File: src/ptp_pkg.sv
`timescale 1ns / 1ps
// ----------------------------------------------------------------------------
// Partition tree parser package
// Shared types, constants and the root size function of the tree parser.
// ----------------------------------------------------------------------------
package ptp_pkg;

   localparam int STACK_DEPTH_DEF = 16;
   localparam int MAX_LEAVES_DEF  = 1024;

   localparam int CFG_DIM_W   = 9;
   localparam int COORD_W     = 8;
   localparam int LEAF_IDX_W  = 10;
   localparam int CODE_W      = 2;
   localparam int CSR_ADDR_W  = 4;
   localparam int CSR_DATA_W  = 32;

   localparam logic [CODE_W-1:0] CODE_LEAF    = 2'd0;
   localparam logic [CODE_W-1:0] CODE_SPLIT_W = 2'd1;

   localparam logic [1:0] REG_LUMA_HEIGHT = 2'd0;
   localparam logic [1:0] REG_LUMA_WIDTH  = 2'd1;
   localparam logic [1:0] REG_IS_CHROMA   = 2'd2;

   localparam logic [CFG_DIM_W-1:0] LUMA_HEIGHT_RST = 9'd16;
   localparam logic [CFG_DIM_W-1:0] LUMA_WIDTH_RST  = 9'd16;
   localparam logic                 IS_CHROMA_RST   = 1'b0;

   typedef struct packed {
      logic [COORD_W-1:0] top;
      logic [COORD_W-1:0] left;
      logic [COORD_W-1:0] bottom;
      logic [COORD_W-1:0] right;
   } rect_type;

   typedef struct packed {
      logic [LEAF_IDX_W-1:0] leaf_index;
      rect_type              rect;
      logic                  tree_done;
      logic                  overflow_error;
   } result_type;

   typedef struct packed {
      logic       emit;
      result_type result;
      logic       push;
      rect_type   push_rect;
      logic       pop_load;
      rect_type   keep_rect;
      logic       in_tree;
   } step_ctl_type;

   // Root dimension after chroma halving, clamped into 1..256.
   function automatic logic [CFG_DIM_W-1:0] root_dim(input logic [CFG_DIM_W-1:0] v,
                                                      input logic chroma);
      logic [CFG_DIM_W-1:0] d;
      d = chroma ? (v >> 1) : v;
      if (d == '0) begin
         d = 9'd1;
      end else if (d > 9'd256) begin
         d = 9'd256;
      end
      return d;
   endfunction

endpackage

File: src/partition_tree_parser_top.sv
`timescale 1ns / 1ps
// ----------------------------------------------------------------------------
// Partition tree parser
// Decodes pre-order split codes of a binary partition tree into leaf
// rectangles, with a stack of pending rectangles and a register port.
// ----------------------------------------------------------------------------
//   Channel   Direction   Handshake           Carries
//   req_      in          valid / stall       split_code
//   rsp_      out         valid / stall       leaf index, corners, done, error
//   csr_      in / out    psel/penable/pready luma_height, luma_width, is_chroma
//
// One item is taken per cycle while req_stall is low; a leaf or error result
// goes into the output register, or the skid entry while that one is held.
// The top rectangle is registered; a leaf reads the stack, a split writes it.
// An output register plus one skid entry decouple the sides; req_stall rises
// only while the skid entry is occupied. Reset clears the tree state and
// restores the register defaults; the first item after reset starts a tree.
// ----------------------------------------------------------------------------
module partition_tree_parser_top #(
   parameter int STACK_DEPTH = ptp_pkg::STACK_DEPTH_DEF,
   parameter int MAX_LEAVES  = ptp_pkg::MAX_LEAVES_DEF
) (
   input  logic                            clock,
   input  logic                            reset,
   input  logic                            req_valid,
   output logic                            req_stall,
   input  logic [ptp_pkg::CODE_W-1:0]      req_split_code,
   output logic                            rsp_valid,
   input  logic                            rsp_stall,
   output logic [ptp_pkg::LEAF_IDX_W-1:0]  rsp_leaf_index,
   output logic [ptp_pkg::COORD_W-1:0]     rsp_top_row,
   output logic [ptp_pkg::COORD_W-1:0]     rsp_left_col,
   output logic [ptp_pkg::COORD_W-1:0]     rsp_bottom_row,
   output logic [ptp_pkg::COORD_W-1:0]     rsp_right_col,
   output logic                            rsp_tree_done,
   output logic                            rsp_overflow_error,
   input  logic                            csr_psel,
   input  logic                            csr_penable,
   input  logic                            csr_pwrite,
   input  logic [ptp_pkg::CSR_ADDR_W-1:0]  csr_paddr,
   input  logic [ptp_pkg::CSR_DATA_W-1:0]  csr_pwdata,
   output logic [ptp_pkg::CSR_DATA_W-1:0]  csr_prdata,
   output logic                            csr_pready
);

   localparam int CW = $clog2(STACK_DEPTH + 1);
   localparam int LW = $clog2(MAX_LEAVES + 1);
   localparam int IW = $clog2(STACK_DEPTH);

   logic [ptp_pkg::CFG_DIM_W-1:0] luma_height_ff;
   logic [ptp_pkg::CFG_DIM_W-1:0] luma_width_ff;
   logic                          is_chroma_ff;
   logic                          csr_write;
   logic [1:0]                    csr_reg;

   logic [CW-1:0]                 count_ff;
   logic [LW-1:0]                 leaf_ff;
   logic                          in_tree_ff;
   ptp_pkg::rect_type             top_ff;
   ptp_pkg::rect_type             top_in;
   ptp_pkg::rect_type             stack_ff [STACK_DEPTH];

   ptp_pkg::step_ctl_type         ctl;
   logic [CW-1:0]                 pop_count;
   logic [CW-1:0]                 count_in;
   logic [LW-1:0]                 leaf_in;
   logic [CW-1:0]                 read_slot;

   ptp_pkg::result_type           rsp_ff;
   logic                          rsp_valid_ff;
   ptp_pkg::result_type           skid_ff;
   logic                          skid_valid_ff;

   logic                          accept;
   logic                          res_valid;
   logic                          out_take;
   logic                          out_free;

   assign csr_pready = 1'b1;
   assign csr_write  = csr_psel & csr_penable & csr_pwrite;
   assign csr_reg    = csr_paddr[3:2];

   always_ff @(posedge clock) begin
      if (reset) begin
         luma_height_ff <= ptp_pkg::LUMA_HEIGHT_RST;
         luma_width_ff  <= ptp_pkg::LUMA_WIDTH_RST;
         is_chroma_ff   <= ptp_pkg::IS_CHROMA_RST;
      end else if (csr_write) begin
         unique case (csr_reg)
            ptp_pkg::REG_LUMA_HEIGHT: begin
               luma_height_ff <= csr_pwdata[ptp_pkg::CFG_DIM_W-1:0];
            end
            ptp_pkg::REG_LUMA_WIDTH: begin
               luma_width_ff <= csr_pwdata[ptp_pkg::CFG_DIM_W-1:0];
            end
            ptp_pkg::REG_IS_CHROMA: begin
               is_chroma_ff <= csr_pwdata[0];
            end
            default: begin
            end
         endcase
      end
   end

   always_comb begin
      unique case (csr_reg)
         ptp_pkg::REG_LUMA_HEIGHT: csr_prdata = ptp_pkg::CSR_DATA_W'(luma_height_ff);
         ptp_pkg::REG_LUMA_WIDTH:  csr_prdata = ptp_pkg::CSR_DATA_W'(luma_width_ff);
         ptp_pkg::REG_IS_CHROMA:   csr_prdata = ptp_pkg::CSR_DATA_W'(is_chroma_ff);
         default:                  csr_prdata = '0;
      endcase
   end

   ptp_step #(
      .STACK_DEPTH (STACK_DEPTH),
      .MAX_LEAVES  (MAX_LEAVES)
   ) u_step (
      .split_code  (req_split_code),
      .in_tree     (in_tree_ff),
      .count       (count_ff),
      .leaf_count  (leaf_ff),
      .top_rect    (top_ff),
      .luma_height (luma_height_ff),
      .luma_width  (luma_width_ff),
      .is_chroma   (is_chroma_ff),
      .ctl         (ctl),
      .pop_count   (pop_count),
      .count_in    (count_in),
      .leaf_in     (leaf_in)
   );

   assign req_stall = skid_valid_ff;
   assign accept    = req_valid & ~req_stall;
   assign res_valid = accept & ctl.emit;
   assign read_slot = pop_count - CW'(1);
   assign top_in    = ctl.pop_load ? stack_ff[read_slot[IW-1:0]] : ctl.keep_rect;

   always_ff @(posedge clock) begin
      if (reset) begin
         count_ff   <= '0;
         leaf_ff    <= '0;
         in_tree_ff <= 1'b0;
      end else if (accept) begin
         count_ff   <= count_in;
         leaf_ff    <= leaf_in;
         in_tree_ff <= ctl.in_tree;
      end
   end

   always_ff @(posedge clock) begin
      if (accept) begin
         top_ff <= top_in;
      end
      if (accept && ctl.push) begin
         stack_ff[pop_count[IW-1:0]] <= ctl.push_rect;
      end
   end

   assign out_take = rsp_valid_ff & ~rsp_stall;
   assign out_free = ~rsp_valid_ff | out_take;

   always_ff @(posedge clock) begin
      if (reset) begin
         rsp_valid_ff  <= 1'b0;
         skid_valid_ff <= 1'b0;
      end else if (skid_valid_ff && out_free) begin
         rsp_valid_ff  <= 1'b1;
         skid_valid_ff <= 1'b0;
      end else if (res_valid) begin
         if (out_free) begin
            rsp_valid_ff <= 1'b1;
         end else begin
            skid_valid_ff <= 1'b1;
         end
      end else if (out_take) begin
         rsp_valid_ff <= 1'b0;
      end
   end

   always_ff @(posedge clock) begin
      if (skid_valid_ff && out_free) begin
         rsp_ff <= skid_ff;
      end else if (res_valid) begin
         if (out_free) begin
            rsp_ff <= ctl.result;
         end else begin
            skid_ff <= ctl.result;
         end
      end
   end

   assign rsp_valid          = rsp_valid_ff;
   assign rsp_leaf_index     = rsp_ff.leaf_index;
   assign rsp_top_row        = rsp_ff.rect.top;
   assign rsp_left_col       = rsp_ff.rect.left;
   assign rsp_bottom_row     = rsp_ff.rect.bottom;
   assign rsp_right_col      = rsp_ff.rect.right;
   assign rsp_tree_done      = rsp_ff.tree_done;
   assign rsp_overflow_error = rsp_ff.overflow_error;

endmodule

File: src/ptp_step.sv
`timescale 1ns / 1ps
// ----------------------------------------------------------------------------
// Partition tree parser step logic
// Applies one split code to the top rectangle and works out the next stack
// state and the result item.
// ----------------------------------------------------------------------------
module ptp_step #(
   parameter int STACK_DEPTH = ptp_pkg::STACK_DEPTH_DEF,
   parameter int MAX_LEAVES  = ptp_pkg::MAX_LEAVES_DEF,
   localparam int CW = $clog2(STACK_DEPTH + 1),
   localparam int LW = $clog2(MAX_LEAVES + 1)
) (
   input  logic [ptp_pkg::CODE_W-1:0]    split_code,
   input  logic                          in_tree,
   input  logic [CW-1:0]                 count,
   input  logic [LW-1:0]                 leaf_count,
   input  ptp_pkg::rect_type             top_rect,
   input  logic [ptp_pkg::CFG_DIM_W-1:0] luma_height,
   input  logic [ptp_pkg::CFG_DIM_W-1:0] luma_width,
   input  logic                          is_chroma,
   output ptp_pkg::step_ctl_type         ctl,
   output logic [CW-1:0]                 pop_count,
   output logic [CW-1:0]                 count_in,
   output logic [LW-1:0]                 leaf_in
);

   logic [ptp_pkg::CFG_DIM_W-1:0] root_h;
   logic [ptp_pkg::CFG_DIM_W-1:0] root_w;
   ptp_pkg::rect_type             root_rect;
   ptp_pkg::rect_type             cur;
   logic [CW-1:0]                 eff_count;
   logic [LW-1:0]                 leaf_cur;
   logic [CW:0]                   need;
   logic [ptp_pkg::CFG_DIM_W-1:0] span;
   logic [ptp_pkg::COORD_W-1:0]   half;

   always_comb begin
      root_h           = ptp_pkg::root_dim(luma_height, is_chroma);
      root_w           = ptp_pkg::root_dim(luma_width, is_chroma);
      root_rect.top    = '0;
      root_rect.left   = '0;
      root_rect.bottom = ptp_pkg::COORD_W'(root_h - 9'd1);
      root_rect.right  = ptp_pkg::COORD_W'(root_w - 9'd1);

      cur       = in_tree ? top_rect : root_rect;
      eff_count = in_tree ? count : CW'(1);
      leaf_cur  = in_tree ? leaf_count : '0;
      pop_count = eff_count - CW'(1);
      need      = {1'b0, pop_count} + (CW+1)'(2);

      if (split_code == ptp_pkg::CODE_SPLIT_W) begin
         span = {1'b0, cur.right} - {1'b0, cur.left} + 9'd1;
      end else begin
         span = {1'b0, cur.bottom} - {1'b0, cur.top} + 9'd1;
      end
      half = ptp_pkg::COORD_W'(span >> 1);

      ctl       = '0;
      count_in  = '0;
      leaf_in   = '0;

      if (split_code == ptp_pkg::CODE_LEAF) begin
         if (leaf_cur >= LW'(MAX_LEAVES)) begin
            ctl.emit                  = 1'b1;
            ctl.result.tree_done      = 1'b1;
            ctl.result.overflow_error = 1'b1;
         end else begin
            ctl.emit              = 1'b1;
            ctl.result.leaf_index = ptp_pkg::LEAF_IDX_W'(leaf_cur);
            ctl.result.rect       = cur;
            ctl.result.tree_done  = (pop_count == '0);
            ctl.in_tree           = (pop_count != '0);
            ctl.pop_load          = (pop_count != '0);
            count_in              = pop_count;
            leaf_in               = (pop_count == '0) ? '0 : leaf_cur + LW'(1);
         end
      end else if (need > (CW+1)'(STACK_DEPTH)) begin
         ctl.emit                  = 1'b1;
         ctl.result.tree_done      = 1'b1;
         ctl.result.overflow_error = 1'b1;
      end else begin
         ctl.push      = 1'b1;
         ctl.in_tree   = 1'b1;
         ctl.push_rect = cur;
         ctl.keep_rect = cur;
         if (split_code == ptp_pkg::CODE_SPLIT_W) begin
            ctl.push_rect.left  = cur.left + half;
            ctl.keep_rect.right = cur.right - half;
         end else begin
            ctl.push_rect.top    = cur.top + half;
            ctl.keep_rect.bottom = cur.bottom - half;
         end
         count_in = CW'(need);
         leaf_in  = leaf_cur;
      end
   end

endmodule

File: config.mk
export PLATFORM = sky130hd
export DESIGN_NAME = partition_tree_parser_top
export DESIGN_NICKNAME = d
export VERILOG_FILES = /design/src/ptp_pkg.sv /design/src/partition_tree_parser_top.sv /design/src/ptp_step.sv
export SDC_FILE = /design/constraint.sdc
export NUM_CORES = 1
export LEC_CHECK = 0
export BUFFER_PORTS_ARGS = -buffer_cell sky130_fd_sc_hd__buf_2
export CORE_ASPECT_RATIO = 0.8
export CORE_MARGIN = 1.5
export CORE_UTILIZATION = 65
export DETAILED_ROUTE_END_ITERATION = 16
export HOLD_SLACK_MARGIN = 0.12
export PLACE_DENSITY = 0.83
export SETUP_SLACK_MARGIN = 0.3
export SLEW_MARGIN = 20
export SYNTH_ARGS = -nofsm -noshare
export SYNTH_HDL_FRONTEND = slang
export SYNTH_SLANG_ARGS = --single-unit
File: constraint.sdc
create_clock -name clock -period 18.6 [get_ports clock]
set_clock_uncertainty 0.1 [all_clocks]
set_input_delay 0.93 -clock clock [delete_from_list [all_inputs] [get_ports clock]]
set_output_delay 0.93 -clock clock [all_outputs]
set_load 0.02 [all_outputs]
==> flow_metrics.env, run 1 <==
export IMPL_fmax_ghz=0.124
export IMPL_met3_usage_pct=7.31
export IMPL_min_period_over_period_pct=43.2
export IMPL_critPathArrivalTime_ns=8.26
export IMPL_area_growth_pct=9.40
export IMPL_dp_hpwl_mm=44.4
export IMPL_gp_congestion=0.937
export IMPL_crit_family="compound AO/OA/AOI/OAI gates"
export IMPL_use_met1_pct=47.1
export IMPL_crit_chain="buf_4 -> inv_1 -> a21oi_1 -> and3_1 -> o21ai_0 -> ha_1 -> nand3_1 -> o21ai_0 -> a22oi_1 -> a21oi_1 -> o31ai_2 -> ha_1 -> ha_1 -> a21oi_1 -> o21ai_0 -> a21oi_1 -> xnor2_1 -> mux2i_1 -> inv_1 -> ha_1 -> o41ai_1 -> xnor2_1 -> or3b_2 -> a21oi_2"
export IMPL_startpoint="is_chroma_ff"
export IMPL_drc_errors=0
export IMPL_grt_max_degree=86
export IMPL_cts_made_buffers=60
export IMPL_async_reset_ff_share_pct=0
export IMPL_clkSinkCount=670
export IMPL_p_per_area_nw_per_um2=119
export IMPL_rsz0062_at_grt="no"
export IMPL_first_global_vias=18600
export IMPL_die_area_um2=47600
export IMPL_outcome="complete, no violations"
export IMPL_path_buf_inv=3
export IMPL_clkLatencyLatePin_ns=0.65
export IMPL_hp_class="reg2reg"
export IMPL_postRouteAntennaNets=0
export IMPL_grt_overflow=0
export IMPL_fp_dieW_um=244
export IMPL_max_slew_margin_pct=26.6
export IMPL_die_h_um=196
export IMPL_final_cell_mix="edfxtp_1, nor2_1, nand2_1, o22ai_1, mux4_2"
export IMPL_yosysUniqueCellTypes=95
export IMPL_design_core_area_um2=45700
export IMPL_final_core_util_pct=72.1
export IMPL_fin_cells=2767
export IMPL_path_class="reg2reg"
export IMPL_start_util_pct=65.9
export IMPL_yosys_area_top_type="edfxtp_1"
export IMPL_drive_gt1_share_pct=18.4
export IMPL_cts_tree="yes"
export IMPL_ys_top_cells_by_area="edfxtp_1, mux4_2, ha_1"
export IMPL_end_kind="flip-flop"
export IMPL_period_minus_slack_ns=8.04
export IMPL_cts_setup_buffers=0
export IMPL_fill_cells=2810
export IMPL_first_pass_iters=8
export IMPL_syn_cell_area_um2=30100
export IMPL_grt_pass1_wl_mm=115
export IMPL_synth_edff_count=632
export IMPL_wl_per_cell_um=27.7
export IMPL_yosysTopAreaCellShare_pct=63.0
export IMPL_drtIter0Drc=2747
export IMPL_whs_ns=0.399
export IMPL_ys_seq_area_share_pct=65.5
export IMPL_dp_cells=2658
export IMPL_htreeDepth=2
export IMPL_viasPerCell=6.93
export IMPL_grt_use_total_pct=32.6
export IMPL_finalSetupTns_ns=0
export IMPL_worst_path_max_fanout=45
export IMPL_grt_antenna_before_repair=1
export IMPL_layout_commonest_cell="edfxtp_1"
export IMPL_ir_drop_mv=0.0857
export IMPL_finalMaxSlewViolations=0
export IMPL_p_total_uw=3900
export IMPL_leakagePower_uw=0.0112
export IMPL_io_buffer_count=74
export IMPL_min_from="leaf_ff[9]"
export IMPL_synth_avg_cell_area_um2=14.7
export IMPL_cts_root_buffer="clkbuf_16"
export IMPL_crit_slowest_cell="o31ai_2"
export IMPL_cts_path_max_buffers=3
export IMPL_cpPeakStageDelay_ns=0.78
export IMPL_syn_inst=2054
export IMPL_num_io_pins=124
export IMPL_synth_seq_cells=670
export IMPL_setup_viol=0
export IMPL_r2r_start="is_chroma_ff"
export IMPL_required_ns=18.83
export IMPL_routed_wl_mm=76.7
export IMPL_gr_usage_met2_pct=48.9
export IMPL_maxCapViolCount=0
export IMPL_n_antenna_cell=0
export IMPL_ys_flop_type="edfxtp_1"
export IMPL_cts_hold_buf=0
export IMPL_hold_viol_final=0
export IMPL_busiest_layer="met2"
export IMPL_clkTransAtPathRegs_ns=0.06
export IMPL_vias=19200
export IMPL_critPathLaunchType="flip-flop"
export IMPL_nets=2227
export IMPL_rows=70
export IMPL_cts_resized=0
export IMPL_worst_pin_slew_ns=1.10
export IMPL_synth_warning_count=0
==> layout make-up <==
class	instances	area (µm²)	share of cell area, %
multi-input cells	1194	9590	29.1
inverters	61	239	0.725
clock inverters	33	322	0.976
clock buffers	76	1570	4.77
flip-flops and latches	670	19700	59.9
repair buffers	121	723	2.19
well taps	612	766	2.32
==> state kept, by name, summed over array words and instances, names as in the netlist <==
name,flops
req_stall,1
leaf_ff,11
rsp_tree_done,1
skid_ff,44
rsp_top_row,8
count_ff,5
rsp_left_col,8
luma_height_ff,9
rsp_valid,1
in_tree_ff,1
rsp_bottom_row,8
luma_width_ff,9
stack_ff,512
rsp_right_col,8
is_chroma_ff,1
rsp_leaf_index,10
top_ff,32
rsp_overflow_error,1
==> layer usage <==
metal	vias to the layer above	share of wire, %
met5	-	0.017
met1	9441	38
met2	1389	46
li1	8111	-
met3	224	12
met4	2	3.6
==> Yosys cell counts (14+ instances only) <==
master,n
a21oi_1,68
a2bb2oi_1,14
and2_1,17
buf_2,32
buf_4,34
clkbuf_1,66
dfxtp_1,38
edfxtp_1,632
ha_1,68
inv_1,58
mux2_2,43
mux2i_1,52
mux4_2,84
nand2_1,106
nand3_1,43
nor2_1,153
nor2b_1,18
nor3_1,26
o21ai_0,81
o221ai_1,34
o22ai_1,102
or3_1,15
xnor2_1,26
==> logic make-up (layout without fill, tap and decap cells) <==
family | count (synthesis) | after routing | synth area share, %
muxes | 182 | 182 | 9.80
DFF | 670 | 670 | 65.5
and+or+nand+nor | 444 | 444 | 7.06
other | 2 | 24 | 0.0249
buffers and inverters | 212 | 291 | 3.40
xor gates and xnor gates | 37 | 37 | 1.10
AOI/OAI and AO/OA | 433 | 433 | 9.87
adders and majority gates | 74 | 74 | 3.22
==> final timing paths <==
kind,endpoint,slack (ns),depth (start not counted)
max,stack_ff[10][23],10.56,24
min,leaf_ff[9],0.40,1
max reg2reg,stack_ff[10][23],10.56,24
min reg2reg,leaf_ff[9],0.40,1
==> stage by stage <==
stage,instance area (µm²),setup slack [ns]
global route,33000,10.12
CTS,32900,10.34
detailed placement,31100,10.45
global placement,31100,10.61
finish,33000,10.56
floorplan,30200,11.64
==> report_power, final <==
part | switching [µW] | leakage [µW] | total [µW] | internal [µW]
Sequential | 23.6 | 0.00607 | 1810 | 1790
Clock | 550 | 0.000913 | 1210 | 657
Combinational | 574 | 0.00424 | 889 | 315
Total | 1150 | 0.0112 | 3900 | 2760
No activity file was read; power rests on OpenSTA's default activity.
==> run 2, diff against run 1 <==
--- a/config.mk
+++ b/config.mk
@@ -8,10 +8,10 @@
 export BUFFER_PORTS_ARGS = -buffer_cell sky130_fd_sc_hd__buf_2
 export CORE_ASPECT_RATIO = 0.8
 export CORE_MARGIN = 1.5
-export CORE_UTILIZATION = 65
+export CORE_UTILIZATION = 62
 export DETAILED_ROUTE_END_ITERATION = 16
 export HOLD_SLACK_MARGIN = 0.12
-export PLACE_DENSITY = 0.83
+export PLACE_DENSITY = 0.8
 export SETUP_SLACK_MARGIN = 0.3
 export SLEW_MARGIN = 20
 export SYNTH_ARGS = -nofsm -noshare
==> constraint.sdc (replaced) <==
create_clock -name clock -period 8.4 [get_ports clock]
set_clock_uncertainty 0.1 [all_clocks]
set_input_delay 0.42 -clock clock [delete_from_list [all_inputs] [get_ports clock]]
set_output_delay 0.42 -clock clock [all_outputs]
set_load 0.02 [all_outputs]
==> run 2 against run 1 <==
Effect of this change: core utilization decreased by 2.6 points; register-to-register slack got worse by 9.7 ns; sequential power increased by 120%; global-route usage decreased by 2.1 points; combinational power increased by 120%; critical endpoint is now stack_ff[2][30]; highest routed layer unchanged; critical path type unchanged; maximum frequency increased by 7.0%; hold slack got worse by 0.27 ns.
==> flow_metrics.env, run 2 (synthesis gave the netlist of run 1 again) <==
export IMPL_die_h_um=200
export IMPL_hp_class="in2reg"
export IMPL_crit_chain="buf_4 -> or3b_1 -> a21oi_2 -> and3_1 -> o21ai_0 -> ha_1 -> xor2_1 -> a21oi_1 -> ha_1 -> fa_1 -> nand2_1 -> nand2_1 -> inv_1 -> fa_1 -> nor2b_1 -> o21ai_0 -> a21boi_0 -> o21a_1 -> or3_1 -> a31oi_1 -> nor2_1"
export IMPL_drtIter0Drc=2305
export IMPL_postRouteAntennaNets=0
export IMPL_p_int_uw=6410
export IMPL_cts_made_buffers=66
export IMPL_routed_wl_mm=75.8
export IMPL_layout_commonest_cell="edfxtp_1"
export IMPL_min_period_over_period_pct=89.4
export IMPL_power_share_sequential_pct=44.6
export IMPL_leakagePower_uw=0.0115
export IMPL_cts_root_buffer="clkbuf_16"
export IMPL_vias=19100
export IMPL_end_kind="flip-flop"
export IMPL_clkSinkCount=670
export IMPL_r2r_start="is_chroma_ff"
export IMPL_worst_path_max_fanout=26
export IMPL_largest_register_ffs=512
export IMPL_period_minus_slack_ns=7.51
export IMPL_fmax_ghz=0.133
export IMPL_design_core_area_um2=48100
export IMPL_num_io_pins=124
export IMPL_p_total_uw=8970
export IMPL_grt_pass1_wl_mm=113
export IMPL_crit_slowest_cell="nor2_1"
export IMPL_first_global_vias=18600
export IMPL_place_ws_ns=1.08
export IMPL_finalSetupTns_ns=0
export IMPL_clkPwrFrac_pct=33.6
export IMPL_area_growth_pct=10.9
export IMPL_critPathLaunchType="flip-flop"
export IMPL_max_slew_margin_pct=25.4
export IMPL_drc_errors=0
export IMPL_comb_power_share_pct=21.8
export IMPL_ir_drop_mv=0.201
export IMPL_rr_endpoint="stack_ff[2][30]"
export IMPL_grt_antenna_before_repair=1
export IMPL_cts_path_max_buffers=3
export IMPL_io_buffer_count=74
export IMPL_fp_dieW_um=249
export IMPL_fin_cells=2810
export IMPL_final_cell_mix="edfxtp_1, nor2_1, nand2_1, o22ai_1, mux4_2"
export IMPL_drive_gt1_share_pct=18.9
export IMPL_rsz0062_at_grt="no"
export IMPL_cts_setup_buffers=0
export IMPL_required_ns=8.58
export IMPL_grt_max_degree=88
export IMPL_worst_pin_slew_ns=1.12
export IMPL_path_buf_inv=2
export IMPL_p_per_area_nw_per_um2=269
export IMPL_dp_hpwl_mm=45.1
export IMPL_die_area_um2=49900
export IMPL_switching_share_pct=28.5
export IMPL_r2r_slack_ns=0.89
export IMPL_grt_use_total_pct=30.5
export IMPL_cpPeakStageDelay_ns=0.76
export IMPL_maxCapViolCount=0
export IMPL_crit_end="stack_ff[2][30]"
export IMPL_clkLatencyLatePin_ns=0.62
export IMPL_viasPerCell=6.80
export IMPL_wl_per_cell_um=27.0
export IMPL_worst_path_stages=21
export IMPL_crit_family="simple AND/OR/NAND/NOR gates"
export IMPL_outcome="complete, no violations"
export IMPL_clkTransAtPathRegs_ns=0.06
export IMPL_final_core_util_pct=69.5
export IMPL_path_class="reg2reg"
export IMPL_setup_viol=0
export IMPL_start_util_pct=62.6
export IMPL_startpoint="is_chroma_ff"
export IMPL_hold_viol_final=0
export IMPL_critPathArrivalTime_ns=7.69
export IMPL_nets=2247
export IMPL_min_path_cells=3
export IMPL_finalMaxSlewViolations=0
export IMPL_first_pass_iters=8
export IMPL_gp_congestion=0.961
export IMPL_rows=72
export IMPL_p_sw_uw=2560
export IMPL_cts_tree="yes"
export IMPL_rr_worst_depth=21
export IMPL_n_antenna_cell=0
export IMPL_htreeDepth=3
export IMPL_grt_overflow=0
export IMPL_dp_cells=2680
export IMPL_fill_cells=3065
export IMPL_setup_slack_ns=0.888
==> run 2: cell types whose count changed in the layout (fill, tap and decap cells not counted), sizes merged, moves of 3 or more <==
| cell | delta |
|---|---|
| dlygate4sd3 | +9 |
| buf | +5 |
| clkinv | +5 |
| inv | +5 |
| bufinv | +4 |
| clkinvlp | -3 |
==> run 2: tightest hold or removal path, stage by stage <==
cell and delay (ns):
buf_2 0.10, a21oi_1 0.13, nor3_1 0.14
==> run 2: area by class of cell <==
type / count / area, µm² / area share (%)
multi-input cells: 1194 / 9580 / 28.7
inverters: 61 / 239 / 0.715
clock inverters: 44 / 452 / 1.35
flip-flops and latches: 670 / 19700 / 59.1
well taps: 629 / 787 / 2.36
clock buffers: 77 / 1750 / 5.22
repair buffers: 135 / 863 / 2.58
==> run 2: power by group through the flow <==
stage               Combinational [µW]  Clock (µW)  Sequential, µW
floorplan                         1350           0            4070
global placement                  1830           0            4060
detailed placement                1880           0            4070
CTS                               1910        3040            4000
global route                      2090        3170            4010
finish                            1950        3020            4010
==> run 2: metrics by stage <==
| stage | cell area (µm²) | hold slack [ns] |
|---|---|---|
| finish | 33400 | 0.126 |
| global route | 33400 | 0.138 |
| CTS | 33400 | 0.121 |
| detailed placement | 31100 | 0.381 |
| global placement | 31100 | 0.374 |
| floorplan | 30200 | 0.353 |
==> run 2: worst min-delay path by stage <==
stage / from / endpoint / slack (ns)
2_1_floorplan: leaf_ff[9] / leaf_ff[9] / 0.35
6_report: req_valid / req_stall / 0.13
4_1_cts: req_valid / req_stall / 0.12
5_1_grt: req_valid / req_stall / 0.14
3_5_place_dp: leaf_ff[10] / leaf_ff[10] / 0.38
3_3_place_gp: leaf_ff[10] / leaf_ff[10] / 0.37
==> run 2: repair_timing <==
action,4_1_cts,5_1_grt
endpoints found under the hold margin,19,0
hold buffers,9,0
gates resized for setup,0,0
==> run 2: layer usage <==
metal | routed length, µm | global-route usage, % | vias to the layer above
met5 | 3 | 0 | -
met4 | 2800 | 11.4 | 2
met3 | 9440 | 9.30 | 209
met2 | 34000 | 45.2 | 1303
met1 | 29600 | 43.0 | 9440
li1 | - | - | 8161
